**src/design/frpc_pkg.sv**
```systemverilog
// ----------------------------------------------------------------------------
// frpc_pkg: shared types and constants of the faw and refresh pair checker
// command codes, credit slot sizing, bank decode and result structs
// ----------------------------------------------------------------------------
`default_nettype none

package frpc_pkg;

   localparam int BANKS_PER_GROUP = 4;
   localparam int CREDIT_LIMIT    = 4;
   localparam int ROUND_BANKS     = 16;

   // live credit counts hold 0..CREDIT_LIMIT, sums add a cost of up to two
   localparam int CNT_W = $clog2(CREDIT_LIMIT + 1);
   localparam int SUM_W = CNT_W + 2;

   localparam logic OP_CHECK  = 1'b0;
   localparam logic OP_RECORD = 1'b1;

   localparam logic [1:0] KIND_OTHER   = 2'd0;
   localparam logic [1:0] KIND_ACT2    = 2'd1;
   localparam logic [1:0] KIND_REFRESH = 2'd2;

   localparam logic [ROUND_BANKS-1:0] ROUND_FULL = '1;

   typedef logic [CNT_W-1:0] cnt_type;
   typedef logic [SUM_W-1:0] sum_type;

   typedef struct packed {
      cnt_type live_before;
      cnt_type live_after;
      logic    overflow;
   } credit_res_type;

   typedef struct packed {
      logic ok;
      logic repeat_err;
      logic done;
   } refresh_res_type;

   function automatic sum_type credit_cost(input logic [1:0] kind);
      sum_type cost;
      case (kind)
         KIND_ACT2:    cost = SUM_W'(1);
         KIND_REFRESH: cost = SUM_W'(2);
         default:      cost = '0;
      endcase
      return cost;
   endfunction

   function automatic logic [ROUND_BANKS-1:0] bank_bit(input logic [1:0] group,
                                                       input logic [1:0] bank);
      logic [3:0] idx;
      idx = {group, bank};
      return ROUND_BANKS'(1) << idx;
   endfunction

   // live count shown on the result, clamped to three bits
   function automatic logic [2:0] sat_live(input cnt_type live);
      logic [CNT_W+2:0] wide;
      wide = (CNT_W + 3)'(live);
      return (wide > (CNT_W + 3)'(7)) ? 3'd7 : wide[2:0];
   endfunction

endpackage

`default_nettype wire

```
**src/design/frpc_csr.sv**
```systemverilog
// ----------------------------------------------------------------------------
// frpc_csr: configuration registers
// apb-style write and read of window length and the two refresh gaps
// ----------------------------------------------------------------------------
`default_nettype none

module frpc_csr
   import frpc_pkg::*;
(
   input  wire logic        clock,
   input  wire logic        reset,
   input  wire logic        csr_psel,
   input  wire logic        csr_penable,
   input  wire logic        csr_pwrite,
   input  wire logic [3:0]  csr_paddr,
   input  wire logic [31:0] csr_pwdata,
   output logic [31:0]      csr_prdata,
   output logic             csr_pready,
   output logic [15:0]      faw_window,
   output logic [15:0]      refresh_gap_short,
   output logic [15:0]      refresh_gap_long
);

   localparam logic [1:0] REG_FAW_WINDOW = 2'd0;
   localparam logic [1:0] REG_GAP_SHORT  = 2'd1;
   localparam logic [1:0] REG_GAP_LONG   = 2'd2;

   logic [15:0] faw_ff, faw_in;
   logic [15:0] gap_short_ff, gap_short_in;
   logic [15:0] gap_long_ff, gap_long_in;
   logic        wr_en;
   logic [1:0]  reg_idx;

   assign csr_pready = 1'b1;
   assign wr_en      = csr_psel && csr_penable && csr_pwrite && csr_pready;
   assign reg_idx    = csr_paddr[3:2];

   always_comb begin
      faw_in       = faw_ff;
      gap_short_in = gap_short_ff;
      gap_long_in  = gap_long_ff;
      if (wr_en) begin
         unique case (reg_idx)
            REG_FAW_WINDOW: faw_in       = csr_pwdata[15:0];
            REG_GAP_SHORT:  gap_short_in = csr_pwdata[15:0];
            REG_GAP_LONG:   gap_long_in  = csr_pwdata[15:0];
            default: ;
         endcase
      end
   end

   always_comb begin
      unique case (reg_idx)
         REG_FAW_WINDOW: csr_prdata = {16'd0, faw_ff};
         REG_GAP_SHORT:  csr_prdata = {16'd0, gap_short_ff};
         REG_GAP_LONG:   csr_prdata = {16'd0, gap_long_ff};
         default:        csr_prdata = 32'd0;
      endcase
   end

   always_ff @(posedge clock) begin
      if (reset) begin
         faw_ff       <= 16'd32;
         gap_short_ff <= 16'd8;
         gap_long_ff  <= 16'd16;
      end else begin
         faw_ff       <= faw_in;
         gap_short_ff <= gap_short_in;
         gap_long_ff  <= gap_long_in;
      end
   end

   assign faw_window        = faw_ff;
   assign refresh_gap_short = gap_short_ff;
   assign refresh_gap_long  = gap_long_ff;

endmodule

`default_nettype wire

```
**src/design/frpc_credit_tracker.sv**
```systemverilog
// ----------------------------------------------------------------------------
// frpc_credit_tracker: four-activate window credit slots
// counts live credits, expires old ones and stores new ones on record
// ----------------------------------------------------------------------------
`default_nettype none

module frpc_credit_tracker
   import frpc_pkg::*;
(
   input  wire logic        clock,
   input  wire logic        reset,
   input  wire logic        advance,
   input  wire logic        record,
   input  wire sum_type     cost,
   input  wire logic [31:0] now,
   input  wire logic [15:0] faw_window,
   output credit_res_type   res
);

   logic [CREDIT_LIMIT-1:0] valid_ff, valid_in;
   logic [31:0]             stamp_ff [CREDIT_LIMIT];
   logic [CREDIT_LIMIT-1:0] live;
   logic [CREDIT_LIMIT-1:0] take;
   cnt_type                 live_cnt;
   cnt_type                 take_cnt;
   sum_type                 prefix;

   always_comb begin
      live     = '0;
      take     = '0;
      live_cnt = '0;
      take_cnt = '0;
      prefix   = '0;
      for (int i = 0; i < CREDIT_LIMIT; i++) begin
         live[i] = valid_ff[i] &&
                   ({1'b0, stamp_ff[i]} + {17'd0, faw_window} > {1'b0, now});
      end
      // fill free slots lowest first, up to the item's cost
      for (int i = 0; i < CREDIT_LIMIT; i++) begin
         if (live[i]) begin
            live_cnt = live_cnt + CNT_W'(1);
         end else begin
            take[i] = prefix < cost;
            prefix  = prefix + SUM_W'(1);
         end
         if (take[i]) begin
            take_cnt = take_cnt + CNT_W'(1);
         end
      end
   end

   assign valid_in = live | take;

   always_comb begin
      res.live_before = live_cnt;
      res.overflow    = record && (SUM_W'(take_cnt) < cost);
      // a fresh stamp is live only when the window is not empty
      res.live_after  = (record && faw_window != 16'd0) ? live_cnt + take_cnt :
                        live_cnt;
   end

   always_ff @(posedge clock) begin
      if (reset) begin
         valid_ff <= '0;
      end else if (advance && record) begin
         valid_ff <= valid_in;
      end
   end

   always_ff @(posedge clock) begin
      for (int i = 0; i < CREDIT_LIMIT; i++) begin
         if (advance && record && take[i]) begin
            stamp_ff[i] <= now;
         end
      end
   end

endmodule

`default_nettype wire

```
**src/design/frpc_refresh_tracker.sv**
```systemverilog
// ----------------------------------------------------------------------------
// frpc_refresh_tracker: dual-bank refresh round coverage
// holds the coverage mask and the earliest next refresh cycle
// ----------------------------------------------------------------------------
`default_nettype none

module frpc_refresh_tracker
   import frpc_pkg::*;
(
   input  wire logic                   clock,
   input  wire logic                   reset,
   input  wire logic                   advance,
   input  wire logic                   issue,
   input  wire logic                   second,
   input  wire logic [ROUND_BANKS-1:0] pair,
   input  wire logic [31:0]            now,
   input  wire logic [15:0]            refresh_gap_short,
   input  wire logic [15:0]            refresh_gap_long,
   output refresh_res_type             res
);

   logic [ROUND_BANKS-1:0] mask_ff, mask_in;
   logic [31:0]            next_ff, next_in;
   logic [ROUND_BANKS-1:0] merged;
   logic                   hit;
   logic                   full;
   logic [32:0]            next_sum;

   assign merged   = mask_ff | pair;
   assign hit      = (mask_ff & pair) != '0;
   assign full     = merged == ROUND_FULL;
   assign next_sum = {1'b0, now} + {17'd0, full ? refresh_gap_long : refresh_gap_short};

   always_comb begin
      res.ok         = second && (now >= next_ff) && !hit;
      res.repeat_err = issue && second && hit;
      res.done       = issue && second && !hit && full;
      mask_in        = mask_ff;
      next_in        = next_ff;
      if (issue && second && !hit) begin
         mask_in = full ? '0 : merged;
         next_in = next_sum[32] ? 32'hFFFF_FFFF : next_sum[31:0];
      end
   end

   always_ff @(posedge clock) begin
      if (reset) begin
         mask_ff <= '0;
         next_ff <= 32'd0;
      end else if (advance) begin
         mask_ff <= mask_in;
         next_ff <= next_in;
      end
   end

endmodule

`default_nettype wire

```
**src/design/faw_and_refresh_pair_checker_core.sv**
```systemverilog
// ----------------------------------------------------------------------------
// faw_and_refresh_pair_checker_core: four-activate window and refresh pair checker
// checks or records act2 and dual-bank refresh commands against credit and
// refresh round rules, one result item per request item
// ----------------------------------------------------------------------------
//
//  channel   direction  carries
//  req_*     in         op and command kind (tuser), cycle and bank pair (tdata)
//  rsp_*     out        allowed, repeat, round done, overflow, live credits
//  csr_*     in/out     apb-style access to window length and refresh gaps
//
// an item goes from acceptance through the input register, then the result
// register, to the output; one item enters every cycle while the result is not stalled
// the credit slots and refresh state update at the same edge the result
// register loads, so the next item already sees them
// a stalled result holds the input register; req_tready then follows rsp_tready
// synchronous active-high reset empties both registers, clears credit valid
// bits, coverage mask and next refresh cycle, and loads register defaults
// ----------------------------------------------------------------------------
`default_nettype none

module faw_and_refresh_pair_checker_core
   import frpc_pkg::*;
(
   input  wire logic        clock,
   input  wire logic        reset,

   input  wire logic        req_tvalid,
   output logic             req_tready,
   // [0] op, [2:1] command_kind
   input  wire logic [2:0]  req_tuser,
   // [31:0] cycle, [33:32] first_bank_group, [35:34] first_bank,
   // [36] second_present, [38:37] second_bank_group, [40:39] second_bank
   input  wire logic [47:0] req_tdata,

   output logic             rsp_tvalid,
   input  wire logic        rsp_tready,
   // [0] allowed, [1] repeat_error, [2] round_done, [3] credit_overflow,
   // [6:4] live credit count
   output logic [7:0]       rsp_tdata,

   input  wire logic        csr_psel,
   input  wire logic        csr_penable,
   input  wire logic        csr_pwrite,
   input  wire logic [3:0]  csr_paddr,
   input  wire logic [31:0] csr_pwdata,
   output logic [31:0]      csr_prdata,
   output logic             csr_pready
);

   // configuration
   logic [15:0] faw_window;
   logic [15:0] refresh_gap_short;
   logic [15:0] refresh_gap_long;

   // input register
   logic        in_valid_ff;
   logic        op_ff;
   logic [1:0]  kind_ff;
   logic [31:0] cycle_ff;
   logic [1:0]  first_group_ff, first_bank_ff;
   logic        second_ff;
   logic [1:0]  second_group_ff, second_bank_ff;

   // result register
   logic        out_valid_ff;
   logic [7:0]  out_data_ff, out_data_in;

   logic            advance;
   logic            is_record;
   logic            is_refresh;
   sum_type         cost;
   logic [ROUND_BANKS-1:0] pair;
   credit_res_type  credit_res;
   refresh_res_type refresh_res;
   logic            credit_ok;
   logic            allowed;
   cnt_type         live_shown;

   // item moves from input to result register when the result slot frees up
   assign advance    = in_valid_ff && (!out_valid_ff || rsp_tready);
   assign req_tready = !in_valid_ff || advance;

   always_ff @(posedge clock) begin
      if (reset) begin
         in_valid_ff <= 1'b0;
      end else if (req_tready) begin
         in_valid_ff <= req_tvalid;
      end
   end

   always_ff @(posedge clock) begin
      if (req_tvalid && req_tready) begin
         op_ff           <= req_tuser[0];
         kind_ff         <= req_tuser[2:1];
         cycle_ff        <= req_tdata[31:0];
         first_group_ff  <= req_tdata[33:32];
         first_bank_ff   <= req_tdata[35:34];
         second_ff       <= req_tdata[36];
         second_group_ff <= req_tdata[38:37];
         second_bank_ff  <= req_tdata[40:39];
      end
   end

   frpc_csr u_csr (
      .clock             (clock),
      .reset             (reset),
      .csr_psel          (csr_psel),
      .csr_penable       (csr_penable),
      .csr_pwrite        (csr_pwrite),
      .csr_paddr         (csr_paddr),
      .csr_pwdata        (csr_pwdata),
      .csr_prdata        (csr_prdata),
      .csr_pready        (csr_pready),
      .faw_window        (faw_window),
      .refresh_gap_short (refresh_gap_short),
      .refresh_gap_long  (refresh_gap_long)
   );

   assign is_record  = op_ff == OP_RECORD;
   assign is_refresh = kind_ff == KIND_REFRESH;
   assign cost       = credit_cost(kind_ff);
   assign pair       = bank_bit(first_group_ff, first_bank_ff) |
                       bank_bit(second_group_ff, second_bank_ff);

   frpc_credit_tracker u_credit (
      .clock      (clock),
      .reset      (reset),
      .advance    (advance),
      .record     (is_record),
      .cost       (cost),
      .now        (cycle_ff),
      .faw_window (faw_window),
      .res        (credit_res)
   );

   frpc_refresh_tracker u_refresh (
      .clock             (clock),
      .reset             (reset),
      .advance           (advance),
      .issue             (is_record && is_refresh),
      .second            (second_ff),
      .pair              (pair),
      .now               (cycle_ff),
      .refresh_gap_short (refresh_gap_short),
      .refresh_gap_long  (refresh_gap_long),
      .res               (refresh_res)
   );

   // rules judged on the state before this item, for both ops
   assign credit_ok  = (cost == '0) ||
                       (SUM_W'(credit_res.live_before) + cost <= SUM_W'(CREDIT_LIMIT));
   assign allowed    = credit_ok && (!is_refresh || refresh_res.ok);
   assign live_shown = is_record ? credit_res.live_after : credit_res.live_before;

   always_comb begin
      out_data_in = {1'b0, sat_live(live_shown), credit_res.overflow,
                     refresh_res.done, refresh_res.repeat_err, allowed};
   end

   always_ff @(posedge clock) begin
      if (reset) begin
         out_valid_ff <= 1'b0;
      end else if (advance) begin
         out_valid_ff <= 1'b1;
      end else if (rsp_tready) begin
         out_valid_ff <= 1'b0;
      end
   end

   always_ff @(posedge clock) begin
      if (advance) begin
         out_data_ff <= out_data_in;
      end
   end

   assign rsp_tvalid = out_valid_ff;
   assign rsp_tdata  = out_data_ff;

`ifndef SYNTHESIS
   // an allowed record always finds enough free slots after expiry
   a_allowed_no_overflow: assert property (@(posedge clock) disable iff (reset)
      (advance && is_record && allowed) |-> !credit_res.overflow)
      else $error("allowed record overflowed credit slots");

   // a bank pair cannot both repeat and close the round
   a_repeat_not_done: assert property (@(posedge clock) disable iff (reset)
      rsp_tvalid |-> !(rsp_tdata[1] && rsp_tdata[2]))
      else $error("repeat and round done on one result");

   // shown live credits never exceed the slot count
   a_live_bound: assert property (@(posedge clock) disable iff (reset)
      rsp_tvalid |-> (rsp_tdata[6:4] <= 3'(CREDIT_LIMIT)))
      else $error("live credits above limit");

   // a check item leaves the repeat, round done and overflow flags clear
   a_check_clean: assert property (@(posedge clock) disable iff (reset)
      (advance && !is_record) |=> (rsp_tdata[3:1] == 3'd0))
      else $error("check item raised record flags");

   // every moved item shows up as a result
   a_advance_result: assert property (@(posedge clock) disable iff (reset)
      advance |=> rsp_tvalid)
      else $error("advanced item missing from result register");
`endif

endmodule

`default_nettype wire

```
**config.mk**
```make
export PLATFORM = sky130hd
export DESIGN_NAME = faw_and_refresh_pair_checker_core
export DESIGN_NICKNAME = d
export VERILOG_FILES = /design/src/design/frpc_pkg.sv /design/src/design/frpc_csr.sv /design/src/design/frpc_credit_tracker.sv /design/src/design/frpc_refresh_tracker.sv /design/src/design/faw_and_refresh_pair_checker_core.sv
export SDC_FILE = /design/constraint.sdc
export NUM_CORES = 1
export LEC_CHECK = 0
export BUFFER_PORTS_ARGS = -buffer_cell sky130_fd_sc_hd__buf_2
export CAP_MARGIN = 20
export CORE_MARGIN = 2
export CORE_UTILIZATION = 56
export CTS_CLUSTER_DIAMETER = 50
export DETAILED_ROUTE_END_ITERATION = 6
export HOLD_SLACK_MARGIN = 0.06
export PLACE_DENSITY = 0.82
export SYNTH_ARGS = -nofsm -noshare
export SYNTH_HDL_FRONTEND = slang
export SYNTH_SLANG_ARGS = --single-unit
```
**constraint.sdc**
```tcl
create_clock -name clock -period 9.94 [get_ports clock]
set_input_delay 2.485 -clock clock [delete_from_list [all_inputs] [get_ports clock]]
set_output_delay 2.485 -clock clock [all_outputs]
set_load 0.005 [all_outputs]
```
Word-level counts from Yosys, hierarchy flattened

Memory sizes are Yosys's and may differ from the RTL's.
Cells that the tools add are included.
W data, S select, Z words.

Reductions and logical operators: 40
Bitwise operators: 4
Equality and inequality tests: 5
Muxes and demuxes: 32
Order comparisons: 11
Add/subtract/negate cells: 15
Shift-type cells: 2

Operator list:

| operator               | number |
|---|---|
| $add A32 B16 Y33       | 5 |
| $gt A33 B32 Y1         | 4 |
| $pmux W16 S3           | 1 |
| $ge A32 B32 Y1         | 1 |
| $mux W16               | 2 |
| $mux W32               | 1 |
| $or A16 B16 Y16        | 2 |
| $reduce_bool A16 Y1    | 2 |
| $shl A1 B4 Y16 const A | 2 |
| $mux W3                | 8 |
| $logic_and A1 B1 Y1    | 23 |
| $mux W1                | 17 |
| $and A16 B16 Y16       | 1 |
| $eq A16 B16 Y1 const B | 1 |
| $add A3 B1 Y3 const B  | 4 |
| $lt A5 B2 Y1           | 2 |
| $mux W5                | 2 |
| $reduce_and A2 Y1      | 4 |
| $add A1 B1 Y2 const B  | 3 |
| $add A3 B5 Y5          | 1 |
| $add A5 B1 Y5 const B  | 1 |
| $le A5 B3 Y1 const B   | 1 |
| $logic_not A5 Y1       | 1 |
| $eq A2 B1 Y1 const B   | 2 |
| 11 further kinds       | 18 |

Input bits: 94
Output and inout bits: 43
Memories: 1
Bits in registers: 153
Bits in writable memories: 128

Memories:

| name              | words | width | read ports | clocked after memory_dff | wr ports | RTL line                  | source |
|---|---|---|---|---|---|---|---|
| u_credit.stamp_ff | 4     | 32    | 4          | 0                        | 4        | frpc_credit_tracker.sv:21 | `logic [31:0] stamp_ff [CREDIT_LIMIT];` |

Longest topological paths before layout

An unclocked memory read counts as a cell.

Word-level depth: 15
Mapped depth: 38

Hierarchy

Synthesis repeated with hierarchy kept, for this count alone.

Cell total of the unflattened synthesis: 1,940
Area total of the unflattened synthesis: 19,612.6 um2

Modules (own cells, without submodules):

| module                            | times used | cells an instance | area each (um2) |
|---|---|---|---|
| frpc_credit_tracker               | 1          | 1,132             | 11,320.9 |
| frpc_refresh_tracker              | 1          | 440               | 3,839.9 |
| frpc_csr                          | 1          | 254               | 2,452.4 |
| faw_and_refresh_pair_checker_core | 1          | 114               | 1,999.4 |

Worst setup path after synthesis

OpenSTA, ideal clock, no wires.

Path type: reg-to-reg
From: register u_csr.faw_ff[1], in the netlist u_csr.faw_window[1]
To: memory u_credit.stamp_ff[3][0], enable pin
Buffers on the path: 0
Arrival time: 7.826 ns
Clock period less this slack: 8.247 ns
Stages on the path, launching flop included: 31
Setup slack: 1.693 ns
Path through: dfxtp_1 -> inv_1 -> fa_1 -> nor2b_1 -> o21ai_0 -> a21boi_0 -> nor3_1 -> o31a_1 -> o311ai_0 -> nand2_1 -> nor2_1 -> nand3_1 -> xnor2_1 -> ha_1 -> a21o_1 -> a21o_1 -> a211oi_1 -> o21bai_1 -> a21o_1 -> or3_1 -> a32oi_1 -> nand2b_1 -> inv_1 -> ha_1 -> nand2_1 -> o21a_1 -> ha_1 -> mux2_2 -> a21o_1 -> a211o_4 -> nor2_1

RTL lines:

| item                     | RTL line                  | source |
|---|---|---|
| start: declaration       | frpc_csr.sv:28            | `logic [15:0] faw_ff, faw_in;` |
| start signal: assignment | frpc_csr.sv:67            | `faw_ff <= faw_in;` |
| end: declaration         | frpc_credit_tracker.sv:21 |  |

Worst setup path after layout

From: register u_csr.faw_ff[0], in the netlist u_csr.faw_window[0]
To: register out_data_ff[6], in the netlist rsp_tdata[6] (data pin)

Longest elaborated chain between the ends: 14
Elaborated cells on any way between the ends: 43
Classes of those cells: add/sub (13); order compare (7); mux (17); reduce/logical (6)

Ends and longest elaborated chain:

| item                                            | RTL line                                             | source |
|---|---|---|
| $add A32 B16 Y33                                | frpc_credit_tracker.sv:36                            | `({1'b0, stamp_ff[i]} + {17'd0, faw_window} > {1'b0, now});` |
| $gt A33 B32 Y1                                  | frpc_credit_tracker.sv:36                            |  |
| $logic_and A1 B1 Y1                             | frpc_credit_tracker.sv:35                            | `live[i] = valid_ff[i] &&` |
| $mux W1                                         | frpc_credit_tracker.sv:40                            | `if (live[i]) begin` |
| $add A1 B1 Y2, or another cell as far along     | frpc_credit_tracker.sv:44                            | `prefix = prefix + SUM_W'(1);` |
| $mux W5, or another cell as far along           | frpc_credit_tracker.sv:40                            |  |
| $add A5 B1 Y5, or another cell as far along     | frpc_credit_tracker.sv:44                            |  |
| $mux W5, or another cell as far along           | frpc_credit_tracker.sv:40                            |  |
| $lt A5 B2 Y1 / $mux W3 (equally long branches)  | frpc_credit_tracker.sv:43, frpc_credit_tracker.sv:46 |  |
| $mux W1 / $add A3 B1 Y3 (equally long branches) | frpc_credit_tracker.sv:40, frpc_credit_tracker.sv:47 |  |
| $mux W3                                         | frpc_credit_tracker.sv:46                            | `if (take[i]) begin` |
| $add A3 B3 Y3                                   | frpc_credit_tracker.sv:58                            | `res.live_after = (record && faw_window != 16'd0) ? live_cnt + take_cnt :` |
| $mux W3                                         | frpc_credit_tracker.sv:58                            |  |
| $mux W3 (*)                                     | faw_and_refresh_pair_checker_core.sv:154             | `assign live_shown = is_record ? credit_res.live_after : credit_res.live_before;` |
| via live_shown[2]                               | faw_and_refresh_pair_checker_core.sv:78              | `cnt_type live_shown;` |
| end signal: assignment                          | faw_and_refresh_pair_checker_core.sv:173             | `out_data_ff <= out_data_in;` |
| end: declaration                                | faw_and_refresh_pair_checker_core.sv:67              | `logic [7:0] out_data_ff, out_data_in;` |

The timed path passes the listed nets; every way through them passes the cells marked *.
A chain may end at the register's enable or synchronous reset.

==> metrics.csv <==
metric,value,unit
Min-Delay Endpoint,u_csr.refresh_gap_long[14],
final non-filler cell total,2536,
Max Slew Vio Count,0,
Net Sw Frac,0.258,
VDD IR max,0.000167,V
Routed Antenna Nets,0,
die width,189,um
crit-path max FO,10,
initial core utilization,0.569,
met3 wire length,3790,um
Final Wtd Congestion,0.958,
Post-Syn Instances,1971,
flop2flop setup slack,790,ps
clock share of power,0.375,
clock sink count,281,
DR pass1 iterations,6,
Worst slew margin,0.319,
unique cell type count in the Yosys netlist,71,
"most common cell after layout, fill and taps aside",ha_1,
leakage dissipation,0.00856,uW
Hold Path Origin,u_csr.refresh_gap_long[14],
largest net degree at the start of global routing,88,
Root Driver,clkbuf_16,
initial antenna violation count,1,
final setup fails,0,
pwr dens,123,nW/um^2
run status,completed,
cts repair resizes,0,
DRC viols,0,
Net Switching,662,uW
register area share after synthesis,0.389,
Worst Setup Start Kind,register,
Die Y,189,um
"Min Clock Period, post-route",9150,ps
Core Footprint,33500,sq um
hpwl dp,37500,um
Worst EP required,10230,ps
Slowest cell on crit path,a21boi_1,
Critical Path Sink Type,register,
Setup TNS,0,ps
met1 wire length,20100,um
Die Area,35600,sq um
TritonCTS clock tree,done,
fin nets,2424,
fraction of registers with async set/reset,0,
H-tree Lvls,1,
hold depth,2,
Clock Tree Buf Depth,3,
WHS,469,ps
Flop pwr share,0.509,
Synth-to-Final Area Change,9.31,%
Clock Latency Late Sink,550,ps
hold_buf cts,0,
post-synthesis average cell area,9.68,sq um
vias in the first global route,15291,
final clock skew,19.6,ps
# Max-Cap Violations,0,
Total GRT Usage,0.273,
I/O pins,137,
Final period util,0.920,
most frequent CP cell,ha_1,
"Arr. time, crit path",9430,ps
DRT iter0 DRCs,1618,
Hold WC Path Type,register to register,
post-synth top area share,0.282,
total grt overflow,0,
buffers added on ports,93,
worst r2r dst,rsp_tdata[6],
Mapped Area,19100,sq um
# rows,67,
crit path kind,register to register,
DP Cell Count,2485,
"Reg clk slew, reported paths",60,ps
synth top area cells,"edfxtp_1, ha_1, dfxtp_1, xnor2_1, a21oi_1",
r2r startpoint,u_csr.faw_window[0],
TritonCTS Buffers,27,
Synth Register Bits,281,
"Primary FF master, synth",edfxtp_1,
layout cells sized above 1,0.0948,
routed len/inst,19.6,um
CP max stage delay,830,ps
Reg2Reg Depth,37,
global-route wire length before repair,77600,um
Comb power frac,0.116,
final WL,49600,um
Met2 Wirelength,23200,um
post-synth top area cell,edfxtp_1,
RSZ-0062 raised after global routing,false,
Final Hold Viols,0,
Int Power,1910,uW
setup bufs post-CTS,0,
via count,15702,
max layer used,met5,
Via density,6.19,
count of flip-flops with a built-in enable after synthesis,179,
Worst-Margin Slew,1020,ps
"commonest cells after routing, fill and taps aside","ha_1, nand2_1, edfxtp_1",
FMAX,109,MHz
n_diodes,0,
Synth warnings,0,
Final Util,0.622,
final cells by class:
class,count,area (sq um)
clock buffer,35,726
clock inverter,14,88.8
sequential,281,7420
tap,448,561
timing repair buffer,109,606
fill,2662,12700
multi-input combinational,1527,11000
inverter,122,458
stage by stage:
stage | power [uW] | setup WS [ps] | instance area (sq um)
after floorplan | 1520 | 1690 | 19100
after global placement | 1600 | 1220 | 20000
after detailed placement | 1620 | 993 | 20000
after CTS | 2570 | 915 | 20800
after global routing | 2650 | 134 | 20900
final | 2570 | 794 | 20900
flip-flops by register name, indices dropped and copies added, names as in the netlist, 2 cells and up:
| name | cells |
|---|---|
| u_refresh.mask_ff | 16 |
| u_csr.faw_window | 16 |
| u_credit.valid_ff | 4 |
| rsp_tdata | 7 |
| first_bank_ff | 2 |
| second_bank_ff | 2 |
| kind_ff | 2 |
| cycle_ff | 32 |
| u_csr.refresh_gap_long | 16 |
| u_csr.refresh_gap_short | 16 |
| u_credit.stamp_ff | 128 |
| u_refresh.next_ff | 32 |
| second_group_ff | 2 |
| first_group_ff | 2 |
kinds of logic after synthesis:
family          count (synthesis)  share of synthesized area
buf+inv                       179                     0.0388
mux                            36                     0.0201
fa+ha+maj                     262                      0.175
flops                         281                      0.389
simple gates                  591                      0.150
compound gates                478                      0.162
other cells                     2                   0.000394
xor+xnor                      142                     0.0652
how the worst max path moves through the flow:
stage | start | endpoint | slack (ps) | depth (start not counted)
3_3_place_gp | u_csr.faw_window[0] | rsp_tdata[6] | 1220 | 38
3_5_place_dp | u_csr.faw_window[0] | rsp_tdata[6] | 990 | 38
2_1_floorplan | u_csr.faw_window[1] | u_credit.stamp_ff[3][0] | 1690 | 30
5_1_grt | u_csr.faw_window[0] | rsp_tdata[6] | 130 | 38
6_report | u_csr.faw_window[0] | rsp_tdata[6] | 790 | 37
4_1_cts | u_csr.faw_window[0] | rsp_tdata[6] | 920 | 38
critical path: cells and delay by family (launching register included):
family / cells / cell delay [ps]
simple gates: 7 / 1440
fa+ha+maj: 6 / 1990
buf+inv: 4 / 440
compound gates: 16 / 4060
xor+xnor: 4 / 610
flops: 1 / 350
power groups by stage:
stage	logic, uW	registers (uW)	clock network [uW]
after floorplan	206	1310	0
after global placement	272	1330	0
after detailed placement	287	1330	0
after CTS	290	1310	970
after global routing	330	1310	1010
final	297	1310	965
per-layer routing:
layer / vias up / track usage
met1: 7422 / 0.347
met2: 695 / 0.466
met4: 2 / 0.126
met5: - / 0
met3: 150 / 0.0326
li1: 7433 / -
cells in the mapped netlist (all sizes together) (12+ instances only):
| library cell | instances |
|---|---|
| nor3 | 25 |
| a21o | 59 |
| mux2i | 17 |
| edfxtp | 179 |
| a21oi | 152 |
| nor4 | 23 |
| nand2 | 193 |
| nand4 | 49 |
| mux2 | 19 |
| a221oi | 29 |
| a211oi | 18 |
| nand3 | 52 |
| and3 | 17 |
| o21bai | 12 |
| dfxtp | 102 |
| clkbuf | 35 |
| o22ai | 16 |
| inv | 122 |
| o21a | 21 |
| xor2 | 45 |
| buf | 22 |
| nand2b | 24 |
| o211ai | 14 |
| o21ai | 86 |
| ha | 255 |
| xnor2 | 97 |
| nor2 | 139 |
| nor2b | 19 |
Note: power is estimated with default switching activity, not from simulation.
